--- config.mk ---
export PLATFORM = sky130hd
export DESIGN_NAME = hsf_seq
export DESIGN_NICKNAME = d
export VERILOG_FILES = /design/src/design/hsf_pkg.sv /design/src/design/hsf_seq.sv
export SDC_FILE = /design/constraint.sdc
export NUM_CORES = 1
export LEC_CHECK = 0
export BUFFER_PORTS_ARGS = -buffer_cell sky130_fd_sc_hd__buf_2
export CORE_UTILIZATION = 50
export CTS_CLUSTER_DIAMETER = 60
export DETAILED_ROUTE_END_ITERATION = 16
export PLACE_DENSITY = 0.66
export SYNTH_ARGS = -nofsm -noshare
export SYNTH_HDL_FRONTEND = slang
export SYNTH_SLANG_ARGS = --single-unit
export TNS_END_PERCENT = 10
--- constraint.sdc ---
create_clock -name clock -period 5.4 [get_ports clock]
set_input_delay 0.27 -clock clock [delete_from_list [all_inputs] [get_ports clock]]
set_output_delay 0.27 -clock clock [all_outputs]
set_load 0.005 [all_outputs]
--- src/design/hsf_pkg.sv ---
// ----------------------------------------------------------------------------
// hsf_pkg
// Shared types and constants for the monochrome horizontal span fill unit.
// ----------------------------------------------------------------------------
package hsf_pkg;

   localparam int FB_BYTES_DEF  = 4096;

   localparam int ROW_BYTES_W   = 9;
   localparam int X_W           = 11;
   localparam int ROW_W         = 12;
   localparam int ADDR_W        = 12;
   localparam int DATA_W        = 8;
   localparam int BASE_W        = ROW_W + ROW_BYTES_W;
   localparam int SUM_W         = BASE_W + 1;
   localparam int REQ_TDATA_W   = 48;

   localparam logic [ROW_BYTES_W-1:0] ROW_BYTES_RST = 9'd16;
   localparam logic [DATA_W-1:0]      BYTE_ONES     = 8'hFF;
   localparam logic [DATA_W-1:0]      BYTE_ZERO     = 8'h00;

   localparam logic STAT_OK  = 1'b0;
   localparam logic STAT_ERR = 1'b1;

   typedef enum logic {
      CMD_DRAW = 1'b0,
      CMD_READ = 1'b1
   } cmd_type;

   typedef struct packed {
      cmd_type           command;
      logic [X_W-1:0]    start_x;
      logic [X_W-1:0]    end_x;
      logic [ROW_W-1:0]  row;
      logic [ADDR_W-1:0] read_address;
   } req_type;

   typedef struct packed {
      logic [DATA_W-1:0] read_data;
      logic              status;
   } result_type;

endpackage

--- src/design/hsf_seq.sv ---
// ----------------------------------------------------------------------------
// hsf_seq
// Command sequencer: clearing pass, range checks, byte reads, edge
// read-modify-write and byte-per-cycle fill of the frame store.
// ----------------------------------------------------------------------------
module hsf_seq
   import hsf_pkg::*;
#(
   parameter int FB_BYTES = FB_BYTES_DEF,
   parameter int AW       = $clog2(FB_BYTES_DEF)
) (
   input  logic                   clock,
   input  logic                   reset,
   input  logic [ROW_BYTES_W-1:0] row_bytes,
   input  logic                   req_valid,
   input  req_type                req,
   output logic                   req_ready,
   output logic                   res_valid,
   output result_type             res,
   input  logic                   res_take,
   output logic                   mem_wr_en,
   output logic [AW-1:0]          mem_wr_addr,
   output logic [DATA_W-1:0]      mem_wr_data,
   output logic                   mem_rd_en,
   output logic [AW-1:0]          mem_rd_addr,
   input  logic [DATA_W-1:0]      mem_rd_data
);

   typedef enum logic [10:0] {
      S_CLEAR = 11'b00000000001,
      S_IDLE  = 11'b00000000010,
      S_MUL   = 11'b00000000100,
      S_CHK   = 11'b00000001000,
      S_RD1   = 11'b00000010000,
      S_WR1   = 11'b00000100000,
      S_FILL  = 11'b00001000000,
      S_RD2   = 11'b00010000000,
      S_WR2   = 11'b00100000000,
      S_RDD   = 11'b01000000000,
      S_DONE  = 11'b10000000000
   } state_type;

   state_type            state_ff, state_in;
   logic [AW-1:0]        clr_ff, clr_in;
   req_type              req_ff, req_in;
   logic [BASE_W-1:0]    base_ff, base_in;
   logic [AW-1:0]        ptr_ff, ptr_in;
   logic [AW-1:0]        last_ff, last_in;
   logic                 same_ff, same_in;
   logic [DATA_W-1:0]    smask_ff, smask_in;
   logic [DATA_W-1:0]    emask_ff, emask_in;
   result_type           res_ff, res_in;

   logic [7:0]           first_byte;
   logic [7:0]           last_byte;
   logic [SUM_W-1:0]     sum_last;
   logic                 draw_err;
   logic                 read_ok;
   logic [AW-1:0]        ptr_next;

   assign first_byte = req_ff.start_x[X_W-1:3];
   assign last_byte  = req_ff.end_x[X_W-1:3];
   assign sum_last   = {1'b0, base_ff} + SUM_W'(last_byte);
   assign draw_err   = (req_ff.start_x > req_ff.end_x)
                    || ({1'b0, last_byte} >= row_bytes)
                    || (sum_last >= SUM_W'(FB_BYTES));
   assign read_ok    = SUM_W'(req_ff.read_address) < SUM_W'(FB_BYTES);
   assign ptr_next   = ptr_ff + AW'(1);

   assign req_ready = (state_ff == S_IDLE);
   assign res_valid = (state_ff == S_DONE);
   assign res       = res_ff;

   always_comb begin
      state_in    = state_ff;
      clr_in      = clr_ff;
      req_in      = req_ff;
      base_in     = base_ff;
      ptr_in      = ptr_ff;
      last_in     = last_ff;
      same_in     = same_ff;
      smask_in    = smask_ff;
      emask_in    = emask_ff;
      res_in      = res_ff;
      mem_wr_en   = 1'b0;
      mem_wr_addr = ptr_ff;
      mem_wr_data = BYTE_ONES;
      mem_rd_en   = 1'b0;
      mem_rd_addr = ptr_ff;

      case (state_ff)
         S_CLEAR: begin
            mem_wr_en   = 1'b1;
            mem_wr_addr = clr_ff;
            mem_wr_data = BYTE_ZERO;
            clr_in      = clr_ff + AW'(1);
            if (clr_ff == AW'(FB_BYTES - 1)) begin
               state_in = S_IDLE;
            end
         end
         S_IDLE: begin
            if (req_valid) begin
               req_in   = req;
               state_in = S_MUL;
            end
         end
         S_MUL: begin
            base_in  = BASE_W'(req_ff.row) * BASE_W'(row_bytes);
            state_in = S_CHK;
         end
         S_CHK: begin
            res_in.read_data = BYTE_ZERO;
            res_in.status    = STAT_OK;
            if (req_ff.command == CMD_READ) begin
               if (read_ok) begin
                  mem_rd_en   = 1'b1;
                  mem_rd_addr = AW'(req_ff.read_address);
                  state_in    = S_RDD;
               end else begin
                  res_in.status = STAT_ERR;
                  state_in      = S_DONE;
               end
            end else if (draw_err) begin
               res_in.status = STAT_ERR;
               state_in      = S_DONE;
            end else begin
               ptr_in   = AW'(base_ff + BASE_W'(first_byte));
               last_in  = AW'(sum_last);
               same_in  = (first_byte == last_byte);
               smask_in = BYTE_ONES >> req_ff.start_x[2:0];
               emask_in = BYTE_ONES << (3'd7 - req_ff.end_x[2:0]);
               state_in = S_RD1;
            end
         end
         S_RD1: begin
            mem_rd_en = 1'b1;
            state_in  = S_WR1;
         end
         S_WR1: begin
            mem_wr_en = 1'b1;
            if (same_ff) begin
               mem_wr_data = mem_rd_data | (smask_ff & emask_ff);
               state_in    = S_DONE;
            end else begin
               mem_wr_data = mem_rd_data | smask_ff;
               ptr_in      = ptr_next;
               state_in    = (ptr_next == last_ff) ? S_RD2 : S_FILL;
            end
         end
         S_FILL: begin
            mem_wr_en   = 1'b1;
            mem_wr_data = BYTE_ONES;
            ptr_in      = ptr_next;
            if (ptr_next == last_ff) begin
               state_in = S_RD2;
            end
         end
         S_RD2: begin
            mem_rd_en = 1'b1;
            state_in  = S_WR2;
         end
         S_WR2: begin
            mem_wr_en   = 1'b1;
            mem_wr_data = mem_rd_data | emask_ff;
            state_in    = S_DONE;
         end
         S_RDD: begin
            res_in.read_data = mem_rd_data;
            state_in         = S_DONE;
         end
         S_DONE: begin
            if (res_take) begin
               state_in = S_IDLE;
            end
         end
         default: begin
            state_in = S_IDLE;
         end
      endcase
   end

   always_ff @(posedge clock) begin
      if (reset) begin
         state_ff <= S_CLEAR;
         clr_ff   <= '0;
      end else begin
         state_ff <= state_in;
         clr_ff   <= clr_in;
      end
   end

   always_ff @(posedge clock) begin
      req_ff   <= req_in;
      base_ff  <= base_in;
      ptr_ff   <= ptr_in;
      last_ff  <= last_in;
      same_ff  <= same_in;
      smask_ff <= smask_in;
      emask_ff <= emask_in;
      res_ff   <= res_in;
   end

endmodule

==> out/metrics.cfg, run 1 <==
[run_status]
outcome = completed

[timing]
slew_violations = 0
tightest_slew_ns = 1.01
rsz0062_at_grt = false
tns_ns = 0
period_needed_ns = 4.77
hold_viol = 0
final.period_utilization_pct = 88.4
max_freq_mhz = 209
finalSetupViolCount = 0
maxSlewHeadroom_pct = 32.3
finClkSkew_ns = 0.00809

[place]
port_buffers = 112
dp_hpwl_mm = 17.2
dp_cells = 1408
place_area_um2 = 11400
routabilityCongestion = 0.877

[run]
cap_violations = 0

[layout]
nets = 1382
instances_no_fill = 1446
layout-drive-gt1-share_pct = 14.2
multiInputGateArea_um2 = 5950
diodes = 0
regArea_um2 = 3940
area_delta_synth_final_pct = 13.3
fillers = 1788
final_area_um2 = 12000

[global_routing]
grt_usage_pct = 21.1
grt_pass1_vias = 7569
grt_pass1_wl_mm = 36.4
grt_max_degree = 35
grt_overflow_total = 0
antenna_found_initial = 0

[power]
cellPowerDensity_nw_per_um2 = 270
vdd_drop_max_uv = 227
p_leak_uw = 0.00532

[logic_synthesis]
synthesis.area_um2 = 10600
avgSynthCellArea_um2 = 10.1
synth-edff-count = 116
synth_seq_area_share_pct = 37.3
synth_ff_type = edfxtp_1
yosysWarnings = 0
synth_fp_nets = 1272
syn_inst = 1053
synthArstFlopShare_pct = 0
ys_seq_elements = 139
yosysUniqueCellTypes = 68

[floorplanning]
fp.dieH_um = 148
rows = 52
die_area_um2 = 21800
io_pins = 113
core_um2 = 20500
die_w_um = 148
start_util_pct = 51.6

[setup_path]
cp-end-kind = register
arrival_ns = 4.95
critPathMostFrequentCell = fa_1
crit_slowest_cell = fa_1
crit_buf_inv = 2
cp_max_fo = 9
startpoint_type = register
critical_path_class = register to register
critPathTopFamily = adder cells
cp.required_ns = 5.58
cpPeakStageDelay_ns = 0.54
worstPathCellList = and2_1 > fa_1 > fa_1 > fa_1 > inv_1 > fa_1 > inv_1 > ha_1 > a211o_1 > a21oi_1 > o211ai_1 > a31oi_1 > o31ai_1 > a21oi_1 > xnor2_1

[cts]
cts.repair.resized = 0
clk-insertion-delay-late_ns = 0.42
cts_sinks = 139
numCtsBuffers = 17
cts.path.max_buffers = 2
clk_pin_slew_worst_paths_ns = 0.06
htreeDepth = 4
clk_root_buffer_cell = clkbuf_16
cts_tree = yes

[route]
ant_nets = 0
firstDrtPassIters = 4
wire_per_inst_um = 15.0
viasPerCell = 5.22
vias = 7544
drc = 0
wl_mm = 21.6
drt_first_iter_violations = 337

[hold_path]
min_path_type = input pin to register

cells in the mapped netlist (23+ instances only):
cell,instances,area share (%)
edfxtp_1,116,33
fa_1,73,14
inv_1,148,5.2
a21oi_1,45,2.1
and2_1,72,4.3
nor2_1,58,2.1
xnor2_1,40,3.3
xor2_1,23,1.9
nand2_1,119,4.2
dfxtp_1,23,4.3
ha_1,78,9.2
nand3_1,31,1.5
o21ai_0,32,1.5
flip-flops by register name (all words and copies together), names as in the netlist, 8 cells and up:
signal and flops:
req_ff 31, base_ff 21, clr_ff 12, last_ff 12, ptr_ff 12, state_ff 11, res 9, first_byte 8
last_byte 8
cells in the final DEF, fill, tap and decap left out, types with 5 or more instances in the layout:
cell / n
inv_6: 6
a211o_1: 5
a31oi_1: 10
fa_1: 73
o211ai_1: 7
and2_1: 71
nor2b_1: 5
clkbuf_16: 17
nand2_1: 119
nor3_1: 14
or3_1: 7
ha_1: 78
o22ai_1: 7
nand4b_1: 6
o21ai_0: 32
buf_2: 112
inv_1: 148
dfxtp_1: 23
nand4_1: 10
nor2_1: 58
o21bai_1: 5
mux2_1: 8
and3_1: 11
clkinvlp_4: 5
xnor2_1: 40
xor2_1: 23
nand3_1: 31
a21o_1: 5
edfxtp_1: 116
a211oi_1: 6
dlygate4sd3_1: 6
a21oi_1: 45
kinds of logic after synthesis:
group / share of synthesized area (%)
AND/OR/NAND/NOR: 17.5
buffers and inverters: 6.54
adder cells (fa/ha/maj): 23.0
AO/OA/AOI/OAI: 8.48
flip-flops: 37.3
XOR/XNOR: 5.87
multiplexers: 1.37
power by group:
part | internal, uW | switching (uW)
clock | 603 | 501
combinational | 405 | 508
sequential | 1210 | 15.5
total | 2220 | 1020
metal layers:
layer / track usage (%) / vias up / routed length (um)
met2: 37.4 / 159 / 10700
met4: 5.31 / 0 / 276
met5: 0 / - / 0
li1: - / 3774 / -
met1: 26.6 / 3590 / 9860
met3: 3.58 / 21 / 808
final timing paths:
check        cells after the start  slack [ns]        from            to
max                             15        0.63  req_ff[14]   base_ff[20]
min                              1        0.02     req[28]  last_byte[1]
max reg2reg                     15        0.63  req_ff[14]   base_ff[20]
min reg2reg                      0        0.48  req_ff[26]   emask_ff[3]
layout make-up:
class	instances	share of cell area (%)
tap	270	2.82
sequential	139	32.9
timing repair buffer	121	5.36
inverter	151	4.73
clock inverter	15	1.06
clock buffer	17	3.55
multi-input combinational	733	49.6
per-stage QoR:
| stage | hold WS [ns] | utilization [%] | power, uW | setup slack, ns |
|---|---|---|---|---|
| 2_1_floorplan | 0.339 | - | 1960 | 0.901 |
| 3_3_place_gp | 0.446 | 55.5 | 2150 | 0.697 |
| 3_5_place_dp | 0.448 | 55.5 | 2170 | 0.612 |
| 4_1_cts | 0.00117 | 58.2 | 3280 | 0.613 |
| 5_1_grt | 0.000219 | 58.5 | 3460 | 0.370 |
| 6_report | 0.0194 | 58.5 | 3240 | 0.626 |
repair_timing:
action,CTS,global route
hold endpoints to repair,0,6
buffers inserted,0,0
hold buffers,0,6
setup endpoints to repair,0,0
(Power assumes the default switching activity.)
==> run 2, diff against run 1 <==
Settings changed: CTS_BUF_LIST set to sky130_fd_sc_hd__clkbuf_8.
==> run 2 against run 1 <==
  * Global-route usage increased by 0.42 points
  * Combinational power increased by 2.7%
  * Non-clock buffer count up 41
  * Wire length increased by 2.1%
  * Worst setup slack better by 0.0015 ns
  * Cell count increased by 2.8%
==> out/metrics.cfg, run 2 (synthesis results as in run 1) <==
[run_status]
outcome = completed

[floorplanning]
start_util_pct = 51.6  ; unchanged
die_area_um2 = 21800  ; unchanged
fp.dieH_um = 148  ; unchanged
rows = 52  ; unchanged
core_um2 = 20500  ; unchanged
die_w_um = 148  ; unchanged
io_pins = 113  ; unchanged

[place]
dp_cells = 1408  ; unchanged
routabilityCongestion = 0.877  ; unchanged
dp_hpwl_mm = 17.2  ; unchanged
port_buffers = 112  ; unchanged

[global_routing]
antenna_found_initial = 0  ; unchanged
grt_max_degree = 35  ; unchanged
grt_pass1_vias = 7812  ; +3.2%
grt_pass1_wl_mm = 37.0  ; +1.6%
grt_usage_pct = 21.5  ; +0.42 points
grt_overflow_total = 0  ; unchanged

[hold_path]
min_path_type = input pin to register
hp-start = req_valid
min_to = state_ff[1]
whs_path_depth = 2  ; +1

[setup_path]
critical_path_class = register to register
cp-end-kind = register
startpoint_type = register
arrival_ns = 4.99  ; +0.04 ns
cp.required_ns = 5.62  ; +0.04 ns
r2r_start = req_ff[14]
cp_max_fo = 9  ; unchanged
crit_start = req_ff[14]
r2r_slack_ns = 0.63  ; about the same
r2r_end = base_ff[20]
rr_worst_depth = 15  ; unchanged

[layout]
largest_reg_flops = 31  ; unchanged
layout-drive-gt1-share_pct = 13.7  ; -0.48 points
largest_register = req_ff
reg_top3 = req_ff x31, base_ff x21
diodes = 0  ; unchanged
fillers = 1790  ; +0.11%
nets = 1423  ; +3.0%
area_delta_synth_final_pct = 15.4
instances_no_fill = 1487  ; +2.8%
post-route-util_pct = 59.6  ; +1.1 points
final_common_cell = inv_1
layout_common_cells = inv_1 (148), nand2_1 (119), edfxtp_1 (116)

[power]
p_leak_uw = 0.00541  ; +1.6%
cellPowerDensity_nw_per_um2 = 243  ; -10%
vdd_drop_max_uv = 156  ; -31%

[cts]
numCtsBuffers = 17  ; unchanged
cts_tree = yes
clk_pin_slew_worst_paths_ns = 0.09  ; +0.03 ns
htreeDepth = 4  ; unchanged
cts.path.max_buffers = 2  ; unchanged
clk-insertion-delay-late_ns = 0.46  ; +0.04 ns
clk_root_buffer_cell = clkbuf_8
cts_sinks = 139  ; unchanged

[timing]
tns_ns = 0  ; unchanged
finalSetupViolCount = 0  ; unchanged
rsz0062_at_grt = false
maxSlewHeadroom_pct = 31.6  ; -0.71 points
slew_violations = 0  ; unchanged
finClkSkew_ns = 0.0128  ; +0.00467 ns
final.period_utilization_pct = 88.4  ; about the same
tightest_slew_ns = 1.02  ; +0.0106 ns
max_freq_mhz = 210  ; about the same
period_needed_ns = 4.77  ; -0.00153 ns
hold_viol = 0  ; unchanged

[route]
drt_first_iter_violations = 319  ; -5.3%
drc = 0  ; unchanged
vias = 7744  ; +2.7%
viasPerCell = 5.21  ; -0.18%
wl_mm = 22.1  ; +2.1%
wire_per_inst_um = 14.9  ; -0.70%
ant_nets = 0  ; unchanged
firstDrtPassIters = 5  ; +1

[run]
cap_violations = 0  ; unchanged

## run 2: changes by cell type in the layout (fill, tap and decap cells not counted)
cell           before  now
dlygate4sd3_1       6   47
clkbuf_16          17    0
clkbuf_8            0   17
## run 2: layer usage
metal	routed length, um	GRT usage [%]	vias to the layer above
met2	10900	38.2	169
met4	370	6.55	0
met3	784	3.52	29
met5	0	0	-
li1	-	-	3851
met1	10000	26.7	3695
## run 2: area by class of cell
class	count	area [um2]	share of cell area (%)
flip-flops and latches	139	3940	32.3
well taps	270	338	2.77
clock buffers	17	234	1.92
multi-input cells	733	5950	48.7
inverters	151	567	4.64
clock inverters	15	128	1.04
repair buffers	162	1050	8.63
## run 2: through the flow
stage                     instance area, um2  hold WS (ns)  total power [uW]  worst slack (ns)
after floorplan                        10600         0.339              1960             0.901
after global placement                 11400         0.446              2150             0.697
after detailed placement               11400         0.448              2170             0.612
after CTS                              12200       0.00595              2990             0.609
after global routing                   12200        0.0127              3170             0.369
final                                  12200        0.0332              2960             0.627
## run 2: power breakdown
| group | switching [uW] | leakage, uW | internal [uW] |
|---|---|---|---|
| sequential | 15.5 | 0.00122 | 1210 |
| clock | 466 | 0.000170 | 332 |
| combinational | 513 | 0.00401 | 425 |
## run 2: repair_timing
item / in CTS / in global routing
gates resized for setup: 0 / 0
endpoints found under the hold margin: 47 / 0
hold buffers: 47 / 0
setup buffers: 0 / 0
## run 2: critical path, stage by stage (launching register included)
cell,delay [ns]
edfxtp_1,0.51
and2_1,0.23
fa_1,0.50
fa_1,0.52
fa_1,0.54
inv_1,0.05
fa_1,0.52
inv_1,0.04
ha_1,0.32
a211o_1,0.35
a21oi_1,0.20
o211ai_1,0.14
a31oi_1,0.25
o31ai_1,0.10
a21oi_1,0.17
xnor2_1,0.07
## run 2: how the worst max path moves through the flow
stage,end,depth (start not counted)
after floorplan,base_ff[20],15
after global placement,base_ff[20],15
after detailed placement,base_ff[20],15
after CTS,base_ff[20],15
after global routing,base_ff[19],15
final,base_ff[20],15
==> run 3, diff against run 2 <==
Settings changed: CORE_MARGIN set to 4, CORE_UTILIZATION 50 to 45, PLACE_DENSITY 0.66 to 0.6, SKIP_CTS_REPAIR_TIMING set to 1.
==> run 3 against run 2 <==
  * Utilization decreased by 6.0 points
  * Sequential cell count is the same
  * Largest cell class unchanged
  * Sequential share of layout area fell by 0.21 points
  * Clock-buffer cell count did not move
  * Largest power group unchanged
  * Worst setup slack better by 0.00059 ns
  * Non-clock buffer count unchanged
  * Final area increased by 0.65%
  * Highest routed layer unchanged
==> out/metrics.cfg, run 3 (synthesis results as in run 1) <==
[route]
vias = 7681  ; -0.81%
firstDrtPassIters = 4  ; -1
viasPerCell = 5.02  ; -3.6%
ant_nets = 0  ; unchanged
wl_mm = 23.0  ; +3.9%
wire_per_inst_um = 15.0  ; +1.0%
drt_first_iter_violations = 282  ; -12%
drc = 0  ; unchanged

[setup_path]
crit_start = req_ff[14]
cpPeakStageDelay_ns = 0.54  ; about the same
arrival_ns = 4.98  ; about the same
crit_buf_inv = 2  ; unchanged
r2r_end = base_ff[20]
critPathMostFrequentCell = fa_1
critical_path_class = register to register
cp.required_ns = 5.61  ; about the same
endpoint = base_ff[20]
cp_num_cells = 15  ; unchanged
critPathTopFamily = adder cells
cp-end-kind = register
cp_max_fo = 9  ; unchanged
rr_worst_depth = 15  ; unchanged
crit_slowest_cell = fa_1
r2r_start = req_ff[14]
worstPathCellList = and2_1 > fa_1 > fa_1 > fa_1 > inv_1 > fa_1 > inv_1 > ha_1 > a211o_1 > a21oi_1 > o211ai_1 > a31oi_1 > o31ai_1 > a21oi_1 > xnor2_1
r2r_slack_ns = 0.63  ; about the same
startpoint_type = register

[global_routing]
antenna_found_initial = 0  ; unchanged
grt_pass1_wl_mm = 38.2  ; +3.2%
grt_overflow_total = 0  ; unchanged
grt_usage_pct = 18.0  ; -3.5 points
grt_pass1_vias = 7709  ; -1.3%
grt_max_degree = 28  ; -20%

[floorplanning]
rows = 55  ; +5.8%
start_util_pct = 46.2  ; -5.5 points
core_um2 = 22900  ; +12%
fp.dieH_um = 161  ; +9.4%
die_w_um = 161  ; +9.4%
die_area_um2 = 26000  ; +20%
io_pins = 113  ; unchanged

[timing]
maxSlewHeadroom_pct = 31.7  ; +0.075 points
tns_ns = 0  ; unchanged
hold_viol = 0  ; unchanged
tightest_slew_ns = 1.02  ; -0.00113 ns
finClkSkew_ns = 0.0185  ; +0.00577 ns
finalSetupViolCount = 0  ; unchanged
fin_hold_ws_ns = 0.0425  ; +0.00923 ns
final.period_utilization_pct = 88.4  ; about the same
period_needed_ns = 4.77  ; -0.000594 ns
rsz0062_at_grt = false
slew_violations = 0  ; unchanged
max_freq_mhz = 210  ; about the same

[cts]
cts_tree = yes
clk-insertion-delay-late_ns = 0.46  ; about the same
clk_pin_slew_worst_paths_ns = 0.09  ; about the same
cts.path.max_buffers = 2  ; unchanged
cts_sinks = 139  ; unchanged
clk_root_buffer_cell = clkbuf_8
numCtsBuffers = 17  ; unchanged
htreeDepth = 4  ; unchanged

[layout]
largest_register = req_ff
layout-drive-gt1-share_pct = 13.8  ; +0.082 points
area_delta_synth_final_pct = 16.1
reg_top3 = req_ff x31, base_ff x21
layout_common_cells = inv_1 (148), nand2_1 (119), edfxtp_1 (116)
nets = 1423  ; unchanged
largest_reg_flops = 31  ; unchanged
final_common_cell = inv_1
diodes = 0  ; unchanged

[power]
power_uw = 3020  ; +1.9%
p_leak_uw = 0.00543  ; +0.37%
seqPwrFrac_pct = 40.6  ; -0.8 points
internal_power_uw = 2020  ; +2.5%
swShare_pct = 33.2  ; -0.41 points
vdd_drop_max_uv = 130  ; -17%
combPwrFrac_pct = 31.2  ; -0.5 points
cellPowerDensity_nw_per_um2 = 246  ; +1.2%
pwr-share-clk_pct = 28.2  ; +1.3 points
p_switching_uw = 1000  ; +0.61%

[place]
dp_hpwl_mm = 17.9  ; +4.2%
routabilityCongestion = 0.874  ; -0.32%
port_buffers = 112  ; unchanged

[hold_path]
min_path_type = input pin to register

[run]
cap_violations = 0  ; unchanged

[run_status]
outcome = completed

## run 3: cell count changes in the layout (fill, tap and decap cells not counted), sizes merged
cell / before / now
clkinvlp: 5 / 3
bufinv: 0 / 1
inv: 160 / 159
clkinv: 1 / 3
## run 3: worst min-delay path by stage
stage / startpoint / endpoint / slack [ns] / cells past startpoint
after floorplan: reset / clr_ff[1] / 0.34 / 1
after global placement: req[20] / req_ff[20] / 0.45 / 1
after detailed placement: req[12] / req_ff[12] / 0.45 / 1
after CTS: req[4] / req_ff[4] / -0.06 / 1
after global routing: req_valid / state_ff[1] / 0.01 / 2
final: req_valid / state_ff[1] / 0.04 / 2
## run 3: final cells by class
| type | count | area, um2 |
|---|---|---|
| Fill cell | 2121 | 10600 |
| Multi-Input combinational cell | 733 | 5950 |
| Sequential cell | 139 | 3940 |
| Timing Repair Buffer | 162 | 1050 |
| Inverter | 151 | 567 |
| Tap cell | 313 | 392 |
| Clock buffer | 17 | 234 |
| Clock inverter | 15 | 153 |
## run 3: layer usage
layer,vias up,track usage [%],part of all wire [%]
li1,3866,-,-
met1,3632,24.0,46
met2,159,30.6,48
met3,24,3.06,3.6
met4,0,4.77,1.6
met5,-,0,0
## run 3: stage by stage
step / cells / worst slack, ns / area, um2 / utilization, %
after floorplan: 1053 / 0.901 / 10600 / -
after global placement: 1451 / 0.685 / 11400 / 49.9
after detailed placement: 1451 / 0.594 / 11400 / 49.9
after CTS: 1483 / 0.589 / 11800 / 51.6
after global routing: 1530 / 0.299 / 12300 / 53.6
final: 1530 / 0.628 / 12300 / 53.6
## run 3: power by group through the flow
stage | registers (uW) | clock network [uW] | logic (uW)
6_report | 1230 | 851 | 941
5_1_grt | 1230 | 929 | 1110
4_1_cts | 1230 | 878 | 929
3_5_place_dp | 1250 | 0 | 922
3_3_place_gp | 1250 | 0 | 904
2_1_floorplan | 1250 | 0 | 709
